$ cat src/design/buddy_block_allocator_assert.svh
// Assertion macros shared by the allocator RTL.
`ifndef BUDDY_BLOCK_ALLOCATOR_ASSERT_SVH
`define BUDDY_BLOCK_ALLOCATOR_ASSERT_SVH

// same-cycle implication under reset
`define BBA_ASSERT_SAME(label, clk, rst_n, a, c) \
    label: assert property (@(posedge clk) disable iff (!rst_n) (a) |-> (c)) \
        else $error("allocator check failed");

// next-cycle implication under reset
`define BBA_ASSERT_NEXT(label, clk, rst_n, a, c) \
    label: assert property (@(posedge clk) disable iff (!rst_n) (a) |=> (c)) \
        else $error("allocator check failed");

`endif

$ cat src/design/bba_ram.sv
// Generic simple dual-port RAM with registered read.
`timescale 1ns / 1ps
module bba_ram #(
    parameter int WIDTH = 8,
    parameter int DEPTH = 16
) (
    input  logic                     clk,
    input  logic                     we,
    input  logic [$clog2(DEPTH)-1:0] waddr,
    input  logic [WIDTH-1:0]         wdata,
    input  logic                     re,
    input  logic [$clog2(DEPTH)-1:0] raddr,
    output logic [WIDTH-1:0]         rdata
);

    logic [WIDTH-1:0] mem [DEPTH];
    logic [WIDTH-1:0] rdata_reg;

    always_ff @(posedge clk)
    begin
        if (we)
        begin
            mem[waddr] <= wdata;
        end
        if (re)
        begin
            rdata_reg <= mem[raddr];
        end
    end

    assign rdata = rdata_reg;

endmodule

$ cat config.mk
export PLATFORM = sky130hd
export DESIGN_NAME = bba_ram
export DESIGN_NICKNAME = d
export VERILOG_FILES = /design/src/design/buddy_block_allocator_assert.svh /design/src/design/bba_ram.sv
export SDC_FILE = /design/constraint.sdc
export NUM_CORES = 1
export LEC_CHECK = 0
export ABC_AREA = 1
export BUFFER_PORTS_ARGS = -buffer_cell sky130_fd_sc_hd__buf_2
export CORE_ASPECT_RATIO = 0.6
export CORE_UTILIZATION = 30
export DETAILED_ROUTE_END_ITERATION = 16
export PLACE_DENSITY = 0.44
export SETUP_SLACK_MARGIN = 0.5
export SLEW_MARGIN = 20
export SYNTH_ARGS = -nofsm -noshare
export SYNTH_HDL_FRONTEND = slang
export SYNTH_SLANG_ARGS = --single-unit
$ cat constraint.sdc
create_clock -name clk -period 2.9 [get_ports clk]
set_input_delay 0.29 -clock clk [delete_from_list [all_inputs] [get_ports clk]]
set_output_delay 0.29 -clock clk [all_outputs]
set_load 0.01 [all_outputs]
After elaboration in Yosys (flattened, before gate mapping). Memory sizes are Yosys's and may differ from the RTL's. A register that Yosys moved wholly into a read port is not among the register bits. Cells that the tools add are included. Widths: inputs -> output; s select.

Register bits after elaboration: 0. Bits in writable memories: 128. Bits of input ports: 19. Output and inout port bits: 8. Logic and storage cells: 3. Memories: 1.

Muxes and demuxes: 2.

Memory list: mem (depth 16, width 8, read ports 1, clocked after Yosys merged registers in 1, write ports 1, line bba_ram.sv:16) `logic [WIDTH-1:0] mem [DEPTH];`.

Operators with widths (number): $mux 1 (2).

Longest topological paths before layout.
Depth in word-level cells: 2. Depth in mapped cells: 8. Depth with buffers taken out: 7.

Least setup slack after synthesis. No wires, ideal clock.

Path type: in2reg. Start point: in waddr[2]. End point: mem mem[10][0], enable pin. Library setup time: 370 ps. Arrival: 871 ps. Data required time: 2530 ps. Slack: 1659 ps. Cell stages on the path: 2. Buffers on the path: 0. Cell sequence: nand3b_1 nor2_1.

RTL lines: from (decl) (line bba_ram.sv:9) `input logic [$clog2(DEPTH)-1:0] waddr,`; to (decl) (line bba_ram.sv:16).

Straight into the memory's write port.

Worst setup path after layout.
Start point: reg rdata_reg[3], in the netlist rdata[3], read port of mem. End point: out rdata[3].

RTL lines: from (decl) (line bba_ram.sv:17) `logic [WIDTH-1:0] rdata_reg;`; to (decl) (line bba_ram.sv:13) `output logic [WIDTH-1:0] rdata`.

No word-level cell between the ends.

==> metrics.md <==
| Metric | Value |
|---|---|
| Outcome | completed |
| CTS H-Tree Depth | 4 |
| Std cell rows | 39 |
| GP Congestion | 0.762 |
| R2R depth | 6 |
| Main flop type after synthesis | edfxtp_1 |
| CP max stage cell | edfxtp_1 |
| Post-CTS setup buffers | 0 |
| Top-count cell post-synth | nand2_1 |
| First-pass GRT wire length | 22800 um |
| Count of unique library cells instantiated by Yosys | 11 |
| Half-perimeter wire length after placement | 9490 um |
| Final wirelength | 14700 um |
| FF+latch count, synth | 136 |
| Max reg flops | 128 |
| Synth area leaders | edfxtp_1, nand2_1, nand3_1, inv_1, buf_6 |
| Reg-to-Reg End | rdata[1]$_DFFE_PP_ |
| Peak supply drop | 0.429 mV |
| Area after DPL | 6240 um^2 |
| Post-synth top area cell | edfxtp_1 |
| CP arrival | 1.07 ns |
| Finish-stage setup viols | 0 |
| Total CTS buffers | 17 |
| Most frequent cells after synthesis | nand2_1, edfxtp_1, inv_1 |
| Min-Delay Path Class | input port to flip-flop |
| Final period util | 46.8% |
| Die area | 20100 um^2 |
| P_leak | 2.90 nW |
| Hold Path Origin | re |
| Initial antenna violation count | 0 |
| Initial Util | 30.7% |
| PortBufs | 26 |
| R2R Path Start | mem[9][1]$_DFFE_PP_ |
| Vias in the first global route | 3826 |
| Startpoint class of the critical path | flip-flop |
| DRT Pass-1 Iters | 4 |
| Hold path depth | 1 |
| RSZ-0062 raised after global routing | no |
| CTS resizes | 0 |
| GR Util All Layers | 15.8% |
| Vias | 3773 |
| Mapped Area | 5850 um^2 |
| Fin. Hold Viols | 0 |
| Worst Hold End | rdata[7]$_DFFE_PP_ |
| Root Buffer | clkbuf_16 |
| R2R Setup Slk | 1.75 ns |
| DRC | 0 |
| Post-Synthesis Cells | 551 |
| Post-DR vias/cell | 4.47 |
| Synth top area share | 69.8% |
| Clock sink count | 136 |
| Final Slew Violations | 0 |
| Buf/Inv on CP | 1 |
| Synth warnings | 0 |
| Top delay family on crit path | flip-flops |
| Antenna violation net count after detailed routing | 0 |
| Fin area | 6850 um^2 |
| Pwr Density | 700 nW/um^2 |
| Clock Path Buffers | 2 |
| Maxcap violations | 0 |
| Syn Nets | 570 |
| Crit-path max cell delay | 0.47 ns |
| Syn Area/Cell | 10.6 um^2 |
| Clk_lat worst skew | 0.41 ns |
| Layout cell share with drive strength beyond 1 | 11.0% |
| Top Ports | 27 |
| Tmin final | 1.36 ns |
| Pin count of the biggest net entering global routing | 38 |
| Setup TNS | 0 ns |
| Worst-path clk slew | 0.06 ns |
| Die X | 182 um |
| NumNets Final | 605 |
| Number of synthesized flops with an enable pin | 136 |
| Max Fclk | 737 MHz |
| Initial DRC Count | 242 |
| Post-CTS Hold Buffers | 0 |
| Tightest Pin Transition | 0.982 ns |
| Antenna Diode Count | 0 |
| Worst setup EP type | primary output |
| Sequential element share of the synthesized area | 69.8% |
| Skew final | 0.00834 ns |
| Post-synth ARST share | 0% |
| Area delta synth->final | 17.2% |
| Critical path class | flip-flop to primary output |
| Worst-path fanout max | 1 |
| Critical path required time | 2.61 ns |
| Placeable Area | 19000 um^2 |
| Total grt overflow | 0 |
| CP Cell Sequence | buf_2 |
| Vert. Die Dim | 110 um |
| CTS tree | done |
| Wirelength per Cell | 17.4 um |
| Max-slew headroom | 34.3% |
cell type report:
| cell class | instances | area (um^2) |
|---|---|---|
| fill | 1905 | 12200 |
| sequential | 136 | 4080 |
| multi-input combinational | 289 | 1210 |
| clock buffer | 19 | 433 |
| inverter | 102 | 383 |
| tap | 246 | 308 |
| timing repair buffer | 40 | 248 |
| clock inverter | 12 | 181 |
report_power, final:
group / internal [W] / switching [W] / total [W]
clock network: 0.00150 / 0.000797 / 0.00230
logic: 0.0000740 / 0.000189 / 0.000263
registers: 0.00222 / 0.0000166 / 0.00223
placed cells by master, fill, tap and decap left out:
cell type / instances
buf_12: 1
buf_2: 26
buf_4: 13
bufinv_16: 5
clkbuf_1: 2
clkbuf_16: 17
clkinv_1: 5
clkinv_2: 1
clkinvlp_4: 1
edfxtp_1: 136
inv_1: 100
inv_2: 2
nand2_1: 173
nand3_1: 97
nand3b_1: 2
nor2_1: 17
how the worst max path moves through the flow:
stage | startpoint | end | slack (ns) | cells past startpoint
finish | rdata[3]$_DFFE_PP_ | rdata[3] | 1.54 | 1
global route | waddr[2] | mem[0][2]$_DFFE_PP_ | 1.47 | 4
CTS | rdata[6]$_DFFE_PP_ | rdata[6] | 1.55 | 1
detailed placement | waddr[2] | mem[2][7]$_DFFE_PP_ | 1.15 | 4
global placement | raddr[0] | rdata[0]$_DFFE_PP_ | 1.18 | 8
floorplan | waddr[2] | mem[10][0]$_DFFE_PP_ | 1.66 | 2
metal layers:
layer / GRT usage [%] / vias up / share of wire (%)
met3: 3.15 / 7 / 3.6
met4: 5.28 / 0 / 0.48
met5: 0 / - / 0
li1: - / 1846 / -
met1: 23.7 / 1846 / 55
met2: 22.6 / 74 / 41
through the flow:
step	cells	power (W)	hold slack, ns	setup WS (ns)	util (%)
finish	844	0.00480	0.259	1.54	36.0
global route	844	0.00493	0.242	1.47	36.0
CTS	844	0.00483	0.255	1.55	36.0
detailed placement	813	0.00254	0.675	1.15	32.8
global placement	813	0.00254	0.670	1.18	32.8
floorplan	551	0.00243	0.389	1.66	-
cell families (layout without fill, tap and decap cells):
kind of cell           after synthesis  in the layout  synth area share, %
and+or+nand+nor                    289            289                 20.8
DFF                                136            136                 69.8
buffers and inverters              126            173                 9.39
No activity file was read; power rests on OpenSTA's default activity.
