File: src/design/buddy_block_allocator_assert.svh
// Assertion macros shared by the allocator RTL.
`ifndef BUDDY_BLOCK_ALLOCATOR_ASSERT_SVH
`define BUDDY_BLOCK_ALLOCATOR_ASSERT_SVH

// same-cycle implication under reset
`define BBA_ASSERT_SAME(label, clk, rst_n, a, c) \
    label: assert property (@(posedge clk) disable iff (!rst_n) (a) |-> (c)) \
        else $error("allocator check failed");

// next-cycle implication under reset
`define BBA_ASSERT_NEXT(label, clk, rst_n, a, c) \
    label: assert property (@(posedge clk) disable iff (!rst_n) (a) |=> (c)) \
        else $error("allocator check failed");

`endif

File: src/design/bba_find.sv
// Two-level pipelined search for the lowest set bit of a tree row.
`timescale 1ns / 1ps
module bba_find #(
    parameter int TOP_ORDER = 8
) (
    input  logic                      clk,
    input  logic                      rst_n,
    input  logic                      start,
    input  logic [(1<<TOP_ORDER)-1:0] row,
    output logic                      done,
    output logic                      found,
    output logic [TOP_ORDER-1:0]      index
);

    localparam int W    = 1 << TOP_ORDER;
    localparam int HI   = TOP_ORDER / 2;
    localparam int LO   = TOP_ORDER - HI;
    localparam int NG   = 1 << HI;
    localparam int GWID = 1 << LO;
    localparam int GIW  = (HI > 0) ? HI : 1;

    logic [W-1:0]    row_reg;
    logic [NG-1:0]   gany_reg;
    logic [GWID-1:0] gbits_reg;
    logic [GIW-1:0]  gi_reg;
    logic            any_reg;
    logic            v1_reg;
    logic            v2_reg;

    logic [NG-1:0]   gany;
    logic [GIW-1:0]  gi;
    logic [LO-1:0]   li;
    logic [GWID-1:0] gbits;

    always_comb
    begin
        for (int g = 0; g < NG; g++)
        begin
            gany[g] = |row[g*GWID +: GWID];
        end
    end

    always_comb
    begin
        gi = '0;
        for (int g = NG - 1; g >= 0; g--)
        begin
            if (gany_reg[g])
            begin
                gi = GIW'(g);
            end
        end
        gbits = GWID'(row_reg >> (int'(gi) * GWID));
    end

    always_comb
    begin
        li = '0;
        for (int b = GWID - 1; b >= 0; b--)
        begin
            if (gbits_reg[b])
            begin
                li = LO'(b);
            end
        end
    end

    always_ff @(posedge clk or negedge rst_n)
    begin
        if (!rst_n)
        begin
            v1_reg <= 1'b0;
            v2_reg <= 1'b0;
        end
        else
        begin
            v1_reg <= start;
            v2_reg <= v1_reg;
        end
    end

    always_ff @(posedge clk)
    begin
        if (start)
        begin
            row_reg  <= row;
            gany_reg <= gany;
        end
        if (v1_reg)
        begin
            gbits_reg <= gbits;
            gi_reg    <= gi;
            any_reg   <= |gany_reg;
        end
    end

    assign done  = v2_reg;
    assign found = any_reg;
    assign index = (TOP_ORDER'(gi_reg) << LO) | TOP_ORDER'(li);

endmodule

File: config.mk
export PLATFORM = sky130hd
export DESIGN_NAME = bba_find
export DESIGN_NICKNAME = d
export VERILOG_FILES = /design/src/design/buddy_block_allocator_assert.svh /design/src/design/bba_find.sv
export SDC_FILE = /design/constraint.sdc
export NUM_CORES = 1
export LEC_CHECK = 0
export BUFFER_PORTS_ARGS = -buffer_cell sky130_fd_sc_hd__buf_2
export CAP_MARGIN = 10
export CORE_ASPECT_RATIO = 0.9
export CORE_MARGIN = 2
export CORE_UTILIZATION = 45
export CTS_BUF_LIST = sky130_fd_sc_hd__clkbuf_16
export CTS_CLUSTER_SIZE = 12
export DETAILED_ROUTE_END_ITERATION = 16
export PLACE_DENSITY = 0.68
export SYNTH_ARGS = -nofsm -noshare
export SYNTH_HDL_FRONTEND = slang
export SYNTH_SLANG_ARGS = --single-unit
File: constraint.sdc
create_clock -name clk -period 7.2 [get_ports clk]
set_input_delay 0.36 -clock clk [delete_from_list [all_inputs] [get_ports clk]]
set_output_delay 0.36 -clock clk [all_outputs]
set_load 0.01 [all_outputs]
Word-level counts from Yosys, hierarchy flattened
Cells that the tools add are included.
- bits in registers: 295
- latch bits: 0
- bits in writable memories: 0
- bits in read-only memories: 0
- input port bits: 259
- output and inout port bits: 10
- logic and storage cells: 58
- memories: 0
- add/sub/neg operators: 0
- multipliers: 0
- div/mod/pow operators: 0
- order comparisons: 0
- equal/unequal tests: 0
- shift-type cells: 1
- multiplexer cells: 32
- bitwise operators: 1
- reduce and logical (&&, ||, !) cells: 17
- operator list (cell ; count):
    $reduce_or A16 Y1 ; 17
    $shr A256 B8 Y16 ; 1
    $mux W4 ; 32
    $or A8 B4 Y8 ; 1

Logic depth before layout (Yosys ltp)
Gate-level depths: netlist of the first run.
- depth after elaboration: 17
- depth in mapped cells: 10
- gate-level depth less buffers: 8

Least setup slack after synthesis of the first run
OpenSTA, ideal clock, no wires.
- kind: reg2reg
- start: register gany_reg[10]
- end: register gbits_reg[0] (data pin)
- setup time: 0.256 ns
- data arrival time: 2.153 ns
- data required time: 6.944 ns
- path slack: 4.791 ns
- stages on the path, launching flop included: 11
- buffers on the path: 3
- period minus slack after synthesis: 2.409 ns
- cells stage by stage: edfxtp_1 or3b_1 a31oi_2 o31ai_4 and2_1 buf_4 buf_6 buf_6 nor3_1 a211oi_1 and4_1
- cells in the longest elaborated chain, start to end: 12
- RTL lines (element ; RTL line ; text):
    start: declaration ; bba_find.sv:23 ; logic [NG-1:0] gany_reg;
    start signal: assignment ; bba_find.sv:87 ; gany_reg <= gany;
    $mux W4 (11 in series) ; bba_find.sv:48 ; if (gany_reg[g])
    $shr A256 B8 Y16 ; bba_find.sv:53 ; gbits = GWID'(row_reg >> (int'(gi) * GWID));
    named net gbits[0] ; bba_find.sv:33 ; logic [GWID-1:0] gbits;
    end signal: assignment ; bba_find.sv:91 ; gbits_reg <= gbits;
    end: declaration ; bba_find.sv:24 ; logic [GWID-1:0] gbits_reg;
The timed path passes the listed nets, and every way through them passes these cells.
A chain may end at the register's enable or synchronous reset.

Worst setup path in the final report of the first run
- start: register gany_reg[11]
- end: register gbits_reg[13] (data pin)
- cells in the longest elaborated chain, start to end: 13
- RTL lines (element ; RTL line):
    $mux W4 (12 in series) ; bba_find.sv:48
    $shr A256 B8 Y16 ; bba_find.sv:53
    named net gbits[13] ; bba_find.sv:33
The timed path passes the listed nets, and every way through them passes these cells.

==> results_dict.tcl, run 1 <==
set metrics [dict create \
    grt_pass1_wl_um 58400 \
    finClkSkew_ns 0.0192 \
    grt_use_total_pct 28.4 \
    synth_cells 760 \
    cts_made_buffers 31 \
    wirelength_um 40500 \
    first_global_vias 9399 \
    synth.yosys.seq_area_share_pct 73.8 \
    gp_congestion 0.919 \
    h-tree-depth 1 \
    drive_gt1_share_pct 25.7 \
    drv_cap 0 \
    ios 269 \
    area_delta_synth_final_pct 39.3 \
    core_um2 26100 \
    synth-edff-count 293 \
    hpwl_um 27300 \
    finalSetupViolations 0 \
    grt_overflow_total 0 \
    maxSlewHeadroom_pct 25.4 \
    die_h_um 159 \
    drtIter0Drc 1093 \
    setup_tns_ns 0 \
    post_cts_buffers 0 \
    switching_share_pct 23.2 \
    tritoncts "yes" \
    fin_ws_ns 3.13 \
    comb_power_share_pct 10.7 \
    r2r_cells 8 \
    cts_buffer_depth 3 \
    crit_path_end "gbits_reg[13]$_DFFE_PP_" \
    dieArea_um2 28000 \
    path_max_fanout 65 \
    cts-root-buf "clkbuf_16" \
    critPathArrivalTime_ns 4.50 \
    ff2ff_setup_slack_ns 3.13 \
    synth-main-ff-cell "edfxtp_1" \
    hold_viol 0 \
    synth_area_um2 12000 \
    start_kind "register" \
    period_needed_ns 4.07 \
    r2r-end "gbits_reg[13]$_DFFE_PP_" \
    p_clk_share_pct 36.9 \
    dp_slack_ns 3.21 \
    post-route-util_pct 63.9 \
    initial_utilization_pct 45.9 \
    switching_power_mw 0.937 \
    power_density_nw_per_um2 241 \
    antenna_found_initial 3 \
    period_share_pct 56.5 \
    max_freq_ghz 0.246 \
    drc_errors 0 \
    routedWlPerCell_um 25.1 \
    required_ns 7.63 \
    vias_per_cell 5.80 \
    cellInternalPower_mw 3.09 \
    power_frac_seq_pct 52.4 \
    peakVddDrop_mv 0.203 \
    insertion_delay_ns 0.57 \
    crit_path_end_kind "register" \
    hp-start "row[232]" \
    die_w_um 176 \
    synthArstFlopShare_pct 0.678 \
    synth_nets 1019 \
    detail-route-antenna-nets 0 \
    p_leak_nw 6.37 \
    ys_warn_count 0 \
    vias 9355 \
    cts_sinks 295 \
    rsz0062_at_grt "no" \
    drtPass1Iterations 5 \
    portBuffers 268 \
    nets 1505 \
    run_status "finished, final reports clean" \
    clk_pin_slew_worst_paths_ns 0.06 \
    startpoint "gany_reg[11]$_DFFE_PP_" \
    worstSetupPathType "reg2reg" \
    std_cell_rows 56 \
    holdCritPathClass "in2reg" \
    slew_violations 0 \
    grt_max_degree 172 \
    rr_startpoint "gany_reg[11]$_DFFE_PP_" \
    synth_area_per_cell_um2 15.8 \
    largest_register_ffs 256 \
    tightestPinTransition_ns 1.12 \
    synthDistinctLibCells 48 \
    synth_seq_cells 295 \
]
## what timing repair did
action	4_1_cts	5_1_grt
hold buffers	205	2
gates resized for setup	0	0
hold endpoints to repair	206	2
## layer usage
metal	part of all wire (%)	track usage, %	vias to the layer above
met1	41	39.8	4527
met5	0	0	-
met4	3.7	10.0	0
li1	-	-	4114
met3	10	6.32	85
met2	45	44.0	629
## critical path: stages, from the launching register on
cell and delay [ns]:
edfxtp_1 0.41, or3b_1 0.19, a31oi_2 0.12, o31ai_4 0.87, and2_4 0.94, buf_4 0.52
nand2_1 0.10, a32oi_1 0.49, and3_1 0.25
## per-stage QoR
stage / area (um2) / hold slack, ns / total power [mW] / instances
finish: 16700 / 0.00662 / 4.03 / 1612
global route: 16700 / 0.000172 / 4.15 / 1611
CTS: 16700 / 0.000114 / 4.03 / 1607
detailed placement: 13700 / 0.149 / 2.47 / 1354
global placement: 13700 / 0.148 / 2.47 / 1354
floorplan: 12000 / 0.0644 / 2.25 / 760
## cells by family (layout without fill, tap and decap cells)
group | after synthesis | in the layout | share of synthesized area, %
other | 0 | 3 | 0
flip-flops | 295 | 295 | 73.8
AO/OA/AOI/OAI | 129 | 129 | 8.51
buffers and inverters | 39 | 540 | 1.65
multiplexers | 64 | 64 | 5.34
AND/OR/NAND/NOR | 233 | 233 | 10.7
## cell usage after synthesis (10+ instances only)
| library cell | n | area [um2] |
|---|---|---|
| nand4_1 | 16 | 100 |
| nor2_1 | 15 | 56.3 |
| nor3_1 | 13 | 65.1 |
| nand3_1 | 22 | 110 |
| nor4_1 | 69 | 432 |
| a211oi_1 | 28 | 210 |
| and4_1 | 14 | 123 |
| a21boi_0 | 26 | 195 |
| a2111oi_0 | 10 | 87.6 |
| edfxtp_1 | 293 | 8800 |
| clkbuf_1 | 10 | 37.5 |
| buf_2 | 14 | 70.1 |
| mux2i_1 | 64 | 641 |
| a22oi_1 | 19 | 143 |
| nand2_1 | 61 | 229 |
## layout by cell type, fill, tap and decap left out, types with 5 or more instances in the layout
| cell | netlist | layout |
|---|---|---|
| nor3_1 | 13 | 13 |
| a32oi_1 | 9 | 9 |
| and4_1 | 14 | 14 |
| buf_4 | 5 | 8 |
| mux2i_1 | 64 | 64 |
| nand2_1 | 61 | 61 |
| a2111oi_0 | 10 | 10 |
| nand3_1 | 22 | 22 |
| a21boi_0 | 26 | 26 |
| clkbuf_16 | 0 | 31 |
| o31ai_1 | 9 | 9 |
| nor4_1 | 69 | 68 |
| nand4_1 | 16 | 16 |
| inv_1 | 7 | 12 |
| nand3b_1 | 7 | 7 |
| edfxtp_1 | 293 | 293 |
| a21oi_1 | 8 | 8 |
| nor2_1 | 15 | 15 |
| dlygate4sd3_1 | 0 | 207 |
| a22oi_1 | 19 | 19 |
| clkinv_1 | 0 | 5 |
| a211oi_1 | 28 | 28 |
| buf_2 | 14 | 267 |
## final cells by class
class | count | area, um2
diodes | 3 | 7.51
clock buffers | 31 | 776
clock inverters | 17 | 144
fillers | 1881 | 9430
inverters | 8 | 30.0
multi-input cells | 426 | 2960
flip-flops and latches | 295 | 8850
well taps | 348 | 435
repair buffers | 484 | 3500
## power by group through the flow
stage	registers, mW	logic, mW	clock network, mW
global route	2.12	0.455	1.57
global placement	2.15	0.323	0
finish	2.11	0.430	1.49
detailed placement	2.14	0.328	0
CTS	2.11	0.415	1.50
floorplan	2.12	0.136	0
## worst min path at each step
| stage | cells past startpoint | to |
|---|---|---|
| after CTS | 1 | row_reg[236]$_DFFE_PP_ |
| after global placement | 1 | done$_DFF_PN0_ |
| after global routing | 1 | row_reg[48]$_DFFE_PP_ |
| after detailed placement | 1 | done$_DFF_PN0_ |
| after floorplan | 0 | done$_DFF_PN0_ |
| final | 1 | row_reg[232]$_DFFE_PP_ |
(Power assumes the default switching activity.)
==> run 2, diff against run 1 <==
clock period = 3.8 ns   (was 7.2 ns; I/O delays follow)
==> results_dict.tcl, run 2 (synthesis results as in run 1) <==
set metrics [dict create \
    vias 9727 \
    run_status "finished, final reports clean" \
    core_um2 26100 \
    multi_input_area_um2 2960 \
    setup_tns_ns 0 \
    path_max_fanout 27 \
    power_density_nw_per_um2 438 \
    switching_share_pct 23.6 \
    ff2ff_setup_slack_ns 0.32 \
    insertion_delay_ns 0.58 \
    finClkSkew_ns 0.0323 \
    final_common_cell "edfxtp_1" \
    peakVddDrop_mv 0.352 \
    period_needed_ns 3.48 \
    worstSetupPathType "reg2reg" \
    drtIter0Drc 1390 \
    routedWlPerCell_um 25.7 \
    r2r_cells 8 \
    drv_cap 0 \
    die_h_um 159 \
    tightestPinTransition_ns 1.10 \
    wirelength_um 43000 \
    portBuffers 268 \
    start_kind "register" \
    drc_errors 0 \
    first_global_vias 9768 \
    cts_made_buffers 30 \
    crit_path_end "gbits_reg[10]$_DFFE_PP_" \
    power_frac_seq_pct 53.0 \
    grt_max_degree 120 \
    antenna_found_initial 1 \
    die_w_um 176 \
    switching_power_mw 1.79 \
    grt_pass1_wl_um 62500 \
    cts-root-buf "clkbuf_16" \
    period_share_pct 91.7 \
    cts_sinks 295 \
    hpwl_um 27900 \
    crit_path_end_kind "register" \
    area_delta_synth_final_pct 44.2 \
    clk_pin_slew_worst_paths_ns 0.06 \
    gp_congestion 0.930 \
    fillers 1780 \
    p_leak_nw 6.64 \
    largest_register_ffs 256 \
    critPathArrivalTime_ns 3.91 \
    dp_slack_ns 0.190 \
    dieArea_um2 28000 \
    whs_ns 0.191 \
    hold_viol 0 \
    drive_gt1_share_pct 25.4 \
    vias_per_cell 5.81 \
    std_cell_rows 56 \
    final_cell_mix "293 x edfxtp_1, 268 x buf_2, 258 x dlygate4sd3_1, 68 x nor4_1, 64 x mux2i_1" \
    ios 269 \
    slew_violations 0 \
    comb_power_share_pct 11.5 \
    startpoint "gany_reg[2]$_DFFE_PP_" \
    maxSlewHeadroom_pct 26.8 \
    max_freq_ghz 0.287 \
    detail-route-antenna-nets 0 \
    p_clk_share_pct 35.5 \
    drtPass1Iterations 7 \
    tritoncts "yes" \
    grt_overflow_total 0 \
    regArea_um2 8850 \
    rr_startpoint "gany_reg[2]$_DFFE_PP_" \
    required_ns 4.22 \
    cellInternalPower_mw 5.79 \
    r2r-end "gbits_reg[10]$_DFFE_PP_" \
    h-tree-depth 1 \
    rsz0062_at_grt "no" \
    fin_ws_ns 0.317 \
    nets 1570 \
    whs_path_depth 1 \
    grt_use_total_pct 30.3 \
    cts_buffer_depth 3 \
    initial_utilization_pct 45.9 \
    finalSetupViolations 0 \
    holdCritPathClass "in2reg" \
]
## run 2: changes by cell type in the layout (fill, tap and decap cells not counted), moves of 2 or more
cell           change
clkinv_1           -2
inv_1              +3
buf_4             +12
buf_12             +2
dlygate4sd3_1     +51
## run 2: cell type report
class,count,share of cell area (%)
diodes,2,0.0289
clock buffers,30,4.34
inverters,8,0.174
repair buffers,550,24.0
flip-flops and latches,295,51.2
clock inverters,16,0.687
well taps,348,2.52
multi-input cells,426,17.1
## run 2: per-layer routing
layer	routed length, um	part of all wire (%)	GRT usage [%]	vias up
met3	4810	11	5.99	59
li1	-	-	-	4239
met1	17000	39	42.7	4803
met2	20400	47	49.2	626
met4	874	2.0	6.01	0
met5	0	0	0	-
## run 2: repair_timing
item,4_1_cts,5_1_grt
hold buffers,258,0
setup endpoints to repair,0,1
hold endpoints to repair,264,0
resized for setup,0,1
buffers inserted,0,0
## run 2: critical path, cell delays in order, from the launching register on
cell and delay [ns]:
edfxtp_1 0.60, nor2_1 0.08, o21bai_1 0.15, buf_4 0.31
and2_4 0.47, buf_4 0.41, a211oi_1 0.23, a2111oi_1 0.83
and4_1 0.27
## run 2: how the worst min path moves through the flow
stage                       endpoint  startpoint  slack, ns
5_1_grt        row_reg[21]$_DFFE_PP_       start       0.23
3_5_place_dp        v1_reg$_DFF_PN0_       rst_n      -0.02
4_1_cts        row_reg[21]$_DFFE_PP_       start       0.24
2_1_floorplan         done$_DFF_PN0_       rst_n      -0.11
6_report       row_reg[21]$_DFFE_PP_       start       0.19
3_3_place_gp          done$_DFF_PN0_       rst_n      -0.02
## run 2: metrics by stage
| step | power (mW) | util, % | cells | instance area (um2) |
|---|---|---|---|---|
| detailed placement | 4.71 | 53.0 | 1369 | 13800 |
| global placement | 4.70 | 52.9 | 1368 | 13800 |
| finish | 7.58 | 66.2 | 1675 | 17300 |
| floorplan | 4.26 | - | 760 | 12000 |
| CTS | 7.57 | 66.2 | 1673 | 17300 |
| global route | 7.80 | 66.2 | 1674 | 17300 |
## run 2: power groups by stage
stage | Clock, mW | Combinational (mW) | Sequential (mW)
after floorplan | 0 | 0.257 | 4.01
final | 2.69 | 0.875 | 4.01
after CTS | 2.71 | 0.844 | 4.01
after detailed placement | 0 | 0.639 | 4.07
after global placement | 0 | 0.627 | 4.08
after global routing | 2.84 | 0.925 | 4.03
